===== src/jzoef_pkg.sv =====
// jzoef_pkg: shared types and constants of the joystick zero-offset filter
// no dependencies; used by jzoef_lane, jzoef_merge and the top level
`default_nettype none

package jzoef_pkg;

  localparam int unsigned AlphaW = 16;
  localparam int unsigned CfgDataW = 32;
  localparam int unsigned TimeW = 64;
  localparam int unsigned IntervalW = 32;

  localparam logic [AlphaW-1:0] AlphaReset = 16'd13107;
  localparam logic [IntervalW-1:0] IntervalReset = 32'd200000;

  typedef enum logic {
    OP_SAMPLE   = 1'b0,
    OP_SET_MODE = 1'b1
  } op_e;

  typedef enum logic {
    REG_ALPHA    = 1'b0,
    REG_INTERVAL = 1'b1
  } cfg_reg_e;

  typedef enum logic {
    MODE_RAW    = 1'b0,
    MODE_ZEROED = 1'b1
  } mode_e;

  typedef struct packed {
    logic  report;
    mode_e mode;
  } stage_t;

endpackage

`default_nettype wire


===== src/jzoef_lane.sv =====
// jzoef_lane: one axis of the filter, offset removal and exponential average
// depends on jzoef_pkg for the alpha width
`default_nettype none

module jzoef_lane #(
  parameter int unsigned SAMPLE_BITS   = 12,
  parameter int unsigned FRACTION_BITS = 16
) (
  input  wire logic                                 clk_i,
  input  wire logic                                 rst_ni,
  input  wire logic                                 sample_en_i,
  input  wire logic                                 capture_en_i,
  input  wire logic                                 zero_mode_i,
  input  wire logic [SAMPLE_BITS-1:0]               sample_i,
  input  wire logic [jzoef_pkg::AlphaW-1:0]         alpha_i,
  output logic signed [SAMPLE_BITS:0]               rounded_o
);

  localparam int unsigned AvgW = SAMPLE_BITS + 1 + FRACTION_BITS;
  localparam int unsigned DiffW = AvgW + 1;
  localparam int unsigned ProdW = DiffW + jzoef_pkg::AlphaW + 1;
  localparam logic [SAMPLE_BITS-1:0] RawReset = SAMPLE_BITS'(1) << (SAMPLE_BITS - 1);

  logic [SAMPLE_BITS-1:0]           last_raw_q;
  logic [SAMPLE_BITS-1:0]           offset_q;
  logic signed [AvgW-1:0]           avg_q, avg_d;
  logic signed [SAMPLE_BITS:0]      cond_s;
  logic signed [DiffW-1:0]          diff_s;
  logic signed [jzoef_pkg::AlphaW:0] alpha_s;
  logic signed [ProdW-1:0]          prod_s;
  logic signed [ProdW-1:0]          biased_s;
  logic signed [ProdW-1:0]          step_s;
  logic [AvgW-1:0]                  mag;
  logic [AvgW-1:0]                  rmag;

  // conditioned sample, offset removed in zero mode
  always_comb begin
    if (zero_mode_i) begin
      cond_s = signed'({1'b0, sample_i}) - signed'({1'b0, offset_q});
    end else begin
      cond_s = signed'({1'b0, sample_i});
    end
  end

  // avg + round((alpha * (sample - avg)) / 2^16), ties toward plus infinity
  assign diff_s   = (DiffW'(cond_s) <<< FRACTION_BITS) - DiffW'(avg_q);
  assign alpha_s  = signed'({1'b0, alpha_i});
  assign prod_s   = alpha_s * diff_s;
  assign biased_s = prod_s + signed'(ProdW'(1) << (jzoef_pkg::AlphaW - 1));
  assign step_s   = biased_s >>> jzoef_pkg::AlphaW;
  assign avg_d    = avg_q + AvgW'(step_s);

  // snapshot value, half away from zero
  assign mag  = avg_q[AvgW-1] ? AvgW'(-avg_q) : AvgW'(avg_q);
  assign rmag = (mag + (AvgW'(1) << (FRACTION_BITS - 1))) >> FRACTION_BITS;
  assign rounded_o = avg_q[AvgW-1] ? -signed'(rmag[SAMPLE_BITS:0])
                                   : signed'(rmag[SAMPLE_BITS:0]);

  always_ff @(posedge clk_i or negedge rst_ni) begin
    if (!rst_ni) begin
      last_raw_q <= RawReset;
      offset_q   <= '0;
      avg_q      <= '0;
    end else begin
      if (sample_en_i) begin
        last_raw_q <= sample_i;
        avg_q      <= avg_d;
      end
      if (capture_en_i) begin
        offset_q <= last_raw_q;
      end
    end
  end

endmodule

`default_nettype wire


===== src/jzoef_merge.sv =====
// jzoef_merge: joins both lanes into the snapshot and the output register
// depends on jzoef_pkg for the stage struct
`default_nettype none

module jzoef_merge #(
  parameter int unsigned SAMPLE_BITS = 12
) (
  input  wire logic                        clk_i,
  input  wire logic                        rst_ni,
  input  wire logic                        in_valid_i,
  input  wire jzoef_pkg::stage_t           stage_i,
  output logic                             in_ready_o,
  input  wire logic signed [SAMPLE_BITS:0] round_x_i,
  input  wire logic signed [SAMPLE_BITS:0] round_y_i,
  input  wire logic                        out_ready_i,
  output logic                             out_valid_o,
  output logic                             report_o,
  output logic signed [SAMPLE_BITS:0]      report_x_o,
  output logic signed [SAMPLE_BITS:0]      report_y_o,
  output jzoef_pkg::mode_e                 mode_o
);

  logic                        s1_valid_q, s1_valid_d;
  jzoef_pkg::stage_t           s1_q;
  logic                        s1_adv;
  logic                        out_valid_q, out_valid_d;
  logic                        out_report_q;
  logic signed [SAMPLE_BITS:0] out_x_q, out_y_q;
  jzoef_pkg::mode_e            out_mode_q;
  logic signed [SAMPLE_BITS:0] held_x_q, held_y_q;
  logic signed [SAMPLE_BITS:0] held_x_d, held_y_d;

  assign s1_adv     = s1_valid_q && (!out_valid_q || out_ready_i);
  assign in_ready_o = !s1_valid_q || s1_adv;

  always_comb begin
    s1_valid_d = s1_valid_q;
    if (in_valid_i) begin
      s1_valid_d = 1'b1;
    end else if (s1_adv) begin
      s1_valid_d = 1'b0;
    end
  end

  always_comb begin
    out_valid_d = out_valid_q;
    if (s1_adv) begin
      out_valid_d = 1'b1;
    end else if (out_ready_i) begin
      out_valid_d = 1'b0;
    end
  end

  assign held_x_d = s1_q.report ? round_x_i : held_x_q;
  assign held_y_d = s1_q.report ? round_y_i : held_y_q;

  always_ff @(posedge clk_i or negedge rst_ni) begin
    if (!rst_ni) begin
      s1_valid_q  <= 1'b0;
      out_valid_q <= 1'b0;
      held_x_q    <= '0;
      held_y_q    <= '0;
    end else begin
      s1_valid_q  <= s1_valid_d;
      out_valid_q <= out_valid_d;
      if (s1_adv) begin
        held_x_q <= held_x_d;
        held_y_q <= held_y_d;
      end
    end
  end

  always_ff @(posedge clk_i) begin
    if (in_valid_i) begin
      s1_q <= stage_i;
    end
    if (s1_adv) begin
      out_report_q <= s1_q.report;
      out_x_q      <= held_x_d;
      out_y_q      <= held_y_d;
      out_mode_q   <= s1_q.mode;
    end
  end

  assign out_valid_o = out_valid_q;
  assign report_o    = out_report_q;
  assign report_x_o  = out_x_q;
  assign report_y_o  = out_y_q;
  assign mode_o      = out_mode_q;

endmodule

`default_nettype wire


===== src/joystick_zero_offset_ema_filter.sv =====
// joystick_zero_offset_ema_filter: top level, two filter lanes, timer and merge
// depends on jzoef_pkg, jzoef_lane and jzoef_merge
`default_nettype none

// Two-axis joystick conditioner. Each sample item updates an exponential
// average per axis (Y inverted, captured offsets removed in zeroed mode) and,
// once report_interval_us has passed since the last snapshot, latches the
// averages rounded half away from zero and flags a report. A set-mode item
// selects raw or zeroed mode; zeroed mode captures the last raw pair as the
// offsets. One item is taken every clock cycle unless the output stalls, and
// each item gives one result. The cycle is set by the average update of each
// lane (one 17 by 30 bit multiply and add feeding the average register) and
// by the 64-bit elapsed-time compare of the report timer. Configuration
// writes are always ready and are meant for times when no item is in flight.

module joystick_zero_offset_ema_filter #(
  parameter int unsigned SAMPLE_BITS   = 12,
  parameter int unsigned FRACTION_BITS = 16,
  localparam int unsigned InW = 2 * SAMPLE_BITS + jzoef_pkg::TimeW + 1,
  localparam int unsigned InTdataW = ((InW + 7) / 8) * 8,
  localparam int unsigned OutW = 2 * (SAMPLE_BITS + 1) + 1,
  localparam int unsigned OutTdataW = ((OutW + 7) / 8) * 8
) (
  input  wire logic                            clk_i,
  input  wire logic                            rst_ni,
  input  wire logic                            cfg_valid_i,
  output logic                                 cfg_ready_o,
  input  wire logic                            cfg_index_i,
  input  wire logic [jzoef_pkg::CfgDataW-1:0]  cfg_data_i,
  input  wire logic                            s_axis_tvalid_i,
  output logic                                 s_axis_tready_o,
  // adc_x, adc_y, time_us, new_mode
  input  wire logic [InTdataW-1:0]             s_axis_tdata_i,
  // op
  input  wire logic                            s_axis_tuser_i,
  output logic                                 m_axis_tvalid_o,
  input  wire logic                            m_axis_tready_i,
  // report_x, report_y, mode
  output logic [OutTdataW-1:0]                 m_axis_tdata_o,
  // report
  output logic                                 m_axis_tuser_o
);

  localparam int unsigned YLo = SAMPLE_BITS;
  localparam int unsigned TimeLo = 2 * SAMPLE_BITS;
  localparam int unsigned ModeBit = TimeLo + jzoef_pkg::TimeW;

  logic [jzoef_pkg::AlphaW-1:0]    alpha_q;
  logic [jzoef_pkg::IntervalW-1:0] interval_q;
  jzoef_pkg::mode_e                zero_mode_q, zero_mode_d;
  logic [jzoef_pkg::TimeW-1:0]     last_time_q;

  logic [SAMPLE_BITS-1:0]          adc_x, adc_y;
  logic [jzoef_pkg::TimeW-1:0]     time_us;
  logic                            new_mode;
  jzoef_pkg::op_e                  op;
  logic                            in_ready;
  logic                            in_fire, sample_fire, set_fire, capture;
  logic [jzoef_pkg::TimeW-1:0]     elapsed;
  logic                            report_d;
  jzoef_pkg::stage_t               stage;
  logic signed [SAMPLE_BITS:0]     round_x, round_y;
  logic signed [SAMPLE_BITS:0]     out_x, out_y;
  jzoef_pkg::mode_e                out_mode;

  assign adc_x    = s_axis_tdata_i[SAMPLE_BITS-1:0];
  assign adc_y    = s_axis_tdata_i[YLo +: SAMPLE_BITS];
  assign time_us  = s_axis_tdata_i[TimeLo +: jzoef_pkg::TimeW];
  assign new_mode = s_axis_tdata_i[ModeBit];
  assign op       = jzoef_pkg::op_e'(s_axis_tuser_i);

  assign in_fire     = s_axis_tvalid_i && in_ready;
  assign sample_fire = in_fire && (op == jzoef_pkg::OP_SAMPLE);
  assign set_fire    = in_fire && (op == jzoef_pkg::OP_SET_MODE);
  assign capture     = set_fire && new_mode;

  assign elapsed  = time_us - last_time_q;
  assign report_d = sample_fire && (elapsed >= jzoef_pkg::TimeW'(interval_q));

  always_comb begin
    zero_mode_d = zero_mode_q;
    if (set_fire) begin
      zero_mode_d = new_mode ? jzoef_pkg::MODE_ZEROED : jzoef_pkg::MODE_RAW;
    end
  end

  assign stage.report = report_d;
  assign stage.mode   = zero_mode_d;

  assign cfg_ready_o = 1'b1;

  always_ff @(posedge clk_i or negedge rst_ni) begin
    if (!rst_ni) begin
      alpha_q     <= jzoef_pkg::AlphaReset;
      interval_q  <= jzoef_pkg::IntervalReset;
      zero_mode_q <= jzoef_pkg::MODE_RAW;
      last_time_q <= '0;
    end else begin
      if (cfg_valid_i && cfg_ready_o) begin
        unique case (jzoef_pkg::cfg_reg_e'(cfg_index_i))
          jzoef_pkg::REG_ALPHA:    alpha_q <= cfg_data_i[jzoef_pkg::AlphaW-1:0];
          jzoef_pkg::REG_INTERVAL: interval_q <= cfg_data_i[jzoef_pkg::IntervalW-1:0];
          default: ;
        endcase
      end
      zero_mode_q <= zero_mode_d;
      if (report_d) begin
        last_time_q <= time_us;
      end
    end
  end

  jzoef_lane #(
    .SAMPLE_BITS  (SAMPLE_BITS),
    .FRACTION_BITS(FRACTION_BITS)
  ) u_lane_x (
    .clk_i       (clk_i),
    .rst_ni      (rst_ni),
    .sample_en_i (sample_fire),
    .capture_en_i(capture),
    .zero_mode_i (zero_mode_q == jzoef_pkg::MODE_ZEROED),
    .sample_i    (adc_x),
    .alpha_i     (alpha_q),
    .rounded_o   (round_x)
  );

  // y is inverted: full scale minus the reading
  jzoef_lane #(
    .SAMPLE_BITS  (SAMPLE_BITS),
    .FRACTION_BITS(FRACTION_BITS)
  ) u_lane_y (
    .clk_i       (clk_i),
    .rst_ni      (rst_ni),
    .sample_en_i (sample_fire),
    .capture_en_i(capture),
    .zero_mode_i (zero_mode_q == jzoef_pkg::MODE_ZEROED),
    .sample_i    (~adc_y),
    .alpha_i     (alpha_q),
    .rounded_o   (round_y)
  );

  jzoef_merge #(
    .SAMPLE_BITS(SAMPLE_BITS)
  ) u_merge (
    .clk_i      (clk_i),
    .rst_ni     (rst_ni),
    .in_valid_i (in_fire),
    .stage_i    (stage),
    .in_ready_o (in_ready),
    .round_x_i  (round_x),
    .round_y_i  (round_y),
    .out_ready_i(m_axis_tready_i),
    .out_valid_o(m_axis_tvalid_o),
    .report_o   (m_axis_tuser_o),
    .report_x_o (out_x),
    .report_y_o (out_y),
    .mode_o     (out_mode)
  );

  assign s_axis_tready_o = in_ready;
  assign m_axis_tdata_o  = OutTdataW'({out_mode, out_y, out_x});

  a_stall_only_when_full: assert property (@(posedge clk_i) disable iff (!rst_ni)
    !s_axis_tready_o |-> m_axis_tvalid_o && !m_axis_tready_i)
    else $error("input stalled while output register could drain");

  a_capture_sets_zeroed: assert property (@(posedge clk_i) disable iff (!rst_ni)
    capture |=> zero_mode_q == jzoef_pkg::MODE_ZEROED)
    else $error("offset capture did not enter zeroed mode");

  a_timer_restart: assert property (@(posedge clk_i) disable iff (!rst_ni)
    report_d |=> last_time_q == $past(time_us))
    else $error("report did not restart the interval timer");

  a_timer_hold: assert property (@(posedge clk_i) disable iff (!rst_ni)
    in_fire && !report_d |=> $stable(last_time_q))
    else $error("interval timer moved without a report");

endmodule

`default_nettype wire


===== config.mk =====
export PLATFORM = sky130hd
export DESIGN_NAME = joystick_zero_offset_ema_filter
export DESIGN_NICKNAME = d
export VERILOG_FILES = /design/src/jzoef_pkg.sv /design/src/jzoef_lane.sv /design/src/jzoef_merge.sv /design/src/joystick_zero_offset_ema_filter.sv
export SDC_FILE = /design/constraint.sdc
export NUM_CORES = 2
export LEC_CHECK = 0
export ABC_AREA = 1
export BUFFER_PORTS_ARGS = -buffer_cell sky130_fd_sc_hd__buf_2
export CAP_MARGIN = 10
export CORE_MARGIN = 2
export CORE_UTILIZATION = 30
export CTS_BUF_LIST = sky130_fd_sc_hd__clkbuf_16
export DETAILED_ROUTE_END_ITERATION = 10
export PLACE_DENSITY_LB_ADDON = 0.05
export SETUP_SLACK_MARGIN = 0.1
export SLEW_MARGIN = 15
export SYNTH_ARGS = -nofsm -noshare
export SYNTH_HDL_FRONTEND = slang
export SYNTH_SLANG_ARGS = --single-unit
export TNS_END_PERCENT = 10

===== constraint.sdc =====
create_clock -name clk_i -period 25.7 [get_ports clk_i]
set_input_delay 2.57 -clock clk_i [delete_from_list [all_inputs] [get_ports clk_i]]
set_output_delay 2.57 -clock clk_i [all_outputs]
set_load 0.005 [all_outputs]

==> impl_metrics.csv <==
group,metric,value,unit
synthesis,yosys-top-cells-area,"fa_1, inv_1, nand2_1",
timing,worst_slew_margin_rel,27.1,%
final_layout,finalInstanceArea,62600,um^2
worst_setup_path,start_kind,"input pin",
global_routing,gr_usage_total,21.4,%
timing,setup_ws,12.18,ns
clocking,insertion_delay,0.59,ns
die,floorplan.initialDensity,30.1,%
worst_setup_path,critical_path.endpoint_type,"register",
place,dp_slack,11.51,ns
routing,dr_total_vias,48626,
routing,drc,0,
run_status,status,"finished clean",
worst_setup_path,crit_fanout,10,
synthesis,postSynthCellCount,7729,
synthesis,yosys_warnings,0,
worst_setup_path,critPathKind,"input pin to register",
routing,dr.max_layer_used,"met5",
timing,post-route-period-util,52.6,%
clocking,clk_root_buffer_cell,"clkbuf_16",
die,floorplan.io_pins,171,
clocking,ctsHoldBuffers,0,
final_layout,drive_gt1_share,6.41,%
synthesis,share_of_async_settable_or_async_resettable_flops_after_synthesis,89.2,%
timing,tightest_slew,1.09,ns
routing,drtPass1Iterations,7,
synthesis,synth_cell_type_count,65,
die,die_height,443,um
place,routability_congestion_estimate_from_global_placement,0.895,
final_layout,layout.cells.most_common_list,"inv_1, nand2_1, nor2_1, fa_1, ha_1",
clocking,post_cts_setup_driven_buffer_insertion_count,0,
timing,finalSetupTns,0,ns
timing,report.final.slew_viol_count,0,
hold_path,worstHoldPathType,"register to register",
timing,final-setup-viol-count,0,
routing,met2_wirelength,101,mm
place,placed_cell_area,61500,um^2
worst_setup_path,slowest_delay,0.70,ns
clocking,htree_levels,2,
synthesis,syn_avg_cell_area,7.47,um^2
synthesis,syn-cell-area,57700,um^2
flow_run,maxCapViolations,0,
die,core_area,192000,um^2
routing,drt.antenna.violating_nets,0,
die,die-area,196000,um^2
final_layout,layout-area-overhead-vs-synth,8.46,%
clocking,tritoncts_buffer_count,35,
place,hpwlAfterDp,172,mm
timing,achievable-frequency,74.0,MHz
routing,vias_per_cell,4.69,
synthesis,number_of_synthesized_flops_with_an_enable_pin,30,
routing,wirelength,208,mm
global_routing,grt_first_pass_wirelength,320,mm
final_layout,finish.net_count,9330,
final_layout,layout.cells.most_common,"inv_1",
final_layout,final_cell_count_no_fill,10377,
place,numPortBuffers,157,
global_routing,first_global_vias,51663,
die,standard_cell_row_count,161,
timing,hold_viol_final,0,
synthesis,synth.ff_latch_count,277,
clocking,cts_repair_resize_count,0,
routing,drtIter0Drc,2511,
clocking,tritoncts,"yes",
routing,routed_len_inst,20.0,um
global_routing,grt_max_degree,123,
clocking,cts_num_sinks,277,
synthesis,synth_sequential_area_ratio,12.3,%
synthesis,ys.flop_type,"dfrtp_1",
worst_setup_path,critPathSlowestCell,"fa_1",
timing,rsz0062_at_grt,"no",
routing,wl_met1,96.3,mm
synthesis,netlist.top_cell.by_area,"fa_1",
global_routing,globalRouteOverflowTotal,0,
timing,timing.final.crit_period,13.52,ns
synthesis,synth_largest_type_area_fraction,31.2,%
global_routing,grt_antenna_before_repair,12,
die,die_w,443,um
clocking,max-clock-path-buffers,3,
worst_setup_path,worstPathRequired,26.13,ns
timing,timing.clock.skew,0.0368,ns
place,placed_instances,10312,
routing,met3WireLength,6.05,mm
worst_setup_path,crit_arrival,13.95,ns
clocking,clk_pin_slew_worst_paths,0.06,ns
## layer usage
metal | vias to the layer above | track usage (%)
met3 | 181 | 1.68
met4 | 2 | 3.93
met2 | 746 | 37.5
met1 | 24138 | 28.9
met5 | - | 0
li1 | 23559 | -
## area by class of cell
type	count	area, um^2
Antenna cell	2	5.00
Clock buffer	36	901
Clock inverter	27	180
Fill cell	21030	129000
Inverter	1743	6540
Multi-Input combinational cell	5515	43200
Sequential cell	277	7110
Tap cell	2526	3160
Timing Repair Buffer	251	1510
## worst paths after layout
| check | start | to | cells after the start | slack, ns |
|---|---|---|---|---|
| setup / recovery | s_axis_tdata_i[14] | u_lane_y.avg_q[27]$_DFFE_PN0P_ | 52 | 12.18 |
| hold / removal | u_merge.s1_q[0]$_DFFE_PP_ | u_merge.mode_o$_DFFE_PP_ | 0 | 0.42 |
| setup reg to reg | u_lane_x.avg_q[0]$_DFFE_PN0P_ | u_lane_x.avg_q[24]$_DFFE_PN0P_ | 41 | 13.48 |
| hold reg to reg | u_merge.s1_q[0]$_DFFE_PP_ | u_merge.mode_o$_DFFE_PP_ | 0 | 0.42 |
| max in group asynchronous | rst_ni | alpha_q[10]$_DFFE_PN0P_ | 2 | 22.32 |
| min in group asynchronous | rst_ni | u_lane_y.avg_q[14]$_DFFE_PN0P_ | 1 | 1.97 |
## cells in the mapped netlist, drive strengths merged (3+ instances only)
master / count
inv: 1725
clkbuf: 152
and3: 3
nor2: 926
o21ai: 364
fa: 901
nand4: 58
nor4: 15
o31ai: 4
nand3: 296
or2: 60
dfstp: 16
nand3b: 14
a21boi: 17
edfxtp: 30
o2111ai: 3
o21bai: 21
o221ai: 8
a21o: 17
o211ai: 19
a31o: 3
o22ai: 8
a31oi: 31
a211oi: 11
nor3: 36
xnor2: 78
xor2: 126
nand2: 1657
clkinv: 18
dfrtp: 231
ha: 471
and2: 5
o21a: 23
buf: 46
a21oi: 326
## cells by family (layout without fill, tap and decap cells)
| kind of cell | after synthesis | after routing | synth area share (%) |
|---|---|---|---|
| AO/OA/AOI/OAI | 859 | 859 | 8.24 |
| adder cells (fa/ha/maj) | 1372 | 1372 | 41.5 |
| AND/OR/NAND/NOR | 3074 | 3074 | 21.9 |
| other | 2 | 8 | 0.0130 |
| XOR/XNOR | 204 | 204 | 3.13 |
| flip-flops | 277 | 277 | 12.3 |
| buffers and inverters | 1941 | 2057 | 12.9 |
## through the flow
step,utilization [%],hold WS [ns]
5_1_grt,32.6,0.438
4_1_cts,32.6,0.425
6_report,32.6,0.424
2_1_floorplan,-,0.400
3_3_place_gp,32.1,0.416
3_5_place_dp,32.1,0.428
## sequential cells by signal, indices dropped and copies added, names as in the netlist, 13 cells and up
| signal | cells |
|---|---|
| u_merge.report_y_o | 13 |
| alpha_q | 16 |
| u_lane_y.avg_q | 29 |
| interval_q | 32 |
| u_lane_x.avg_q | 29 |
| last_time_q | 64 |
| u_merge.held_y_q | 13 |
| u_merge.report_x_o | 13 |
| u_merge.held_x_q | 13 |
## worst max-delay path, delay by kind of cell
| kind | cells | cell delay, ns |
|---|---|---|
| AOI/OAI and AO/OA | 11 | 1.68 |
| buffers and inverters | 7 | 0.73 |
| and+or+nand+nor | 23 | 4.09 |
| xor gates and xnor gates | 1 | 0.18 |
| adders and majority gates | 10 | 4.72 |
Power is left out: the tool's default activity adds up to more than one toggle a clock period on the data nets, which glitch-free logic cannot reach.
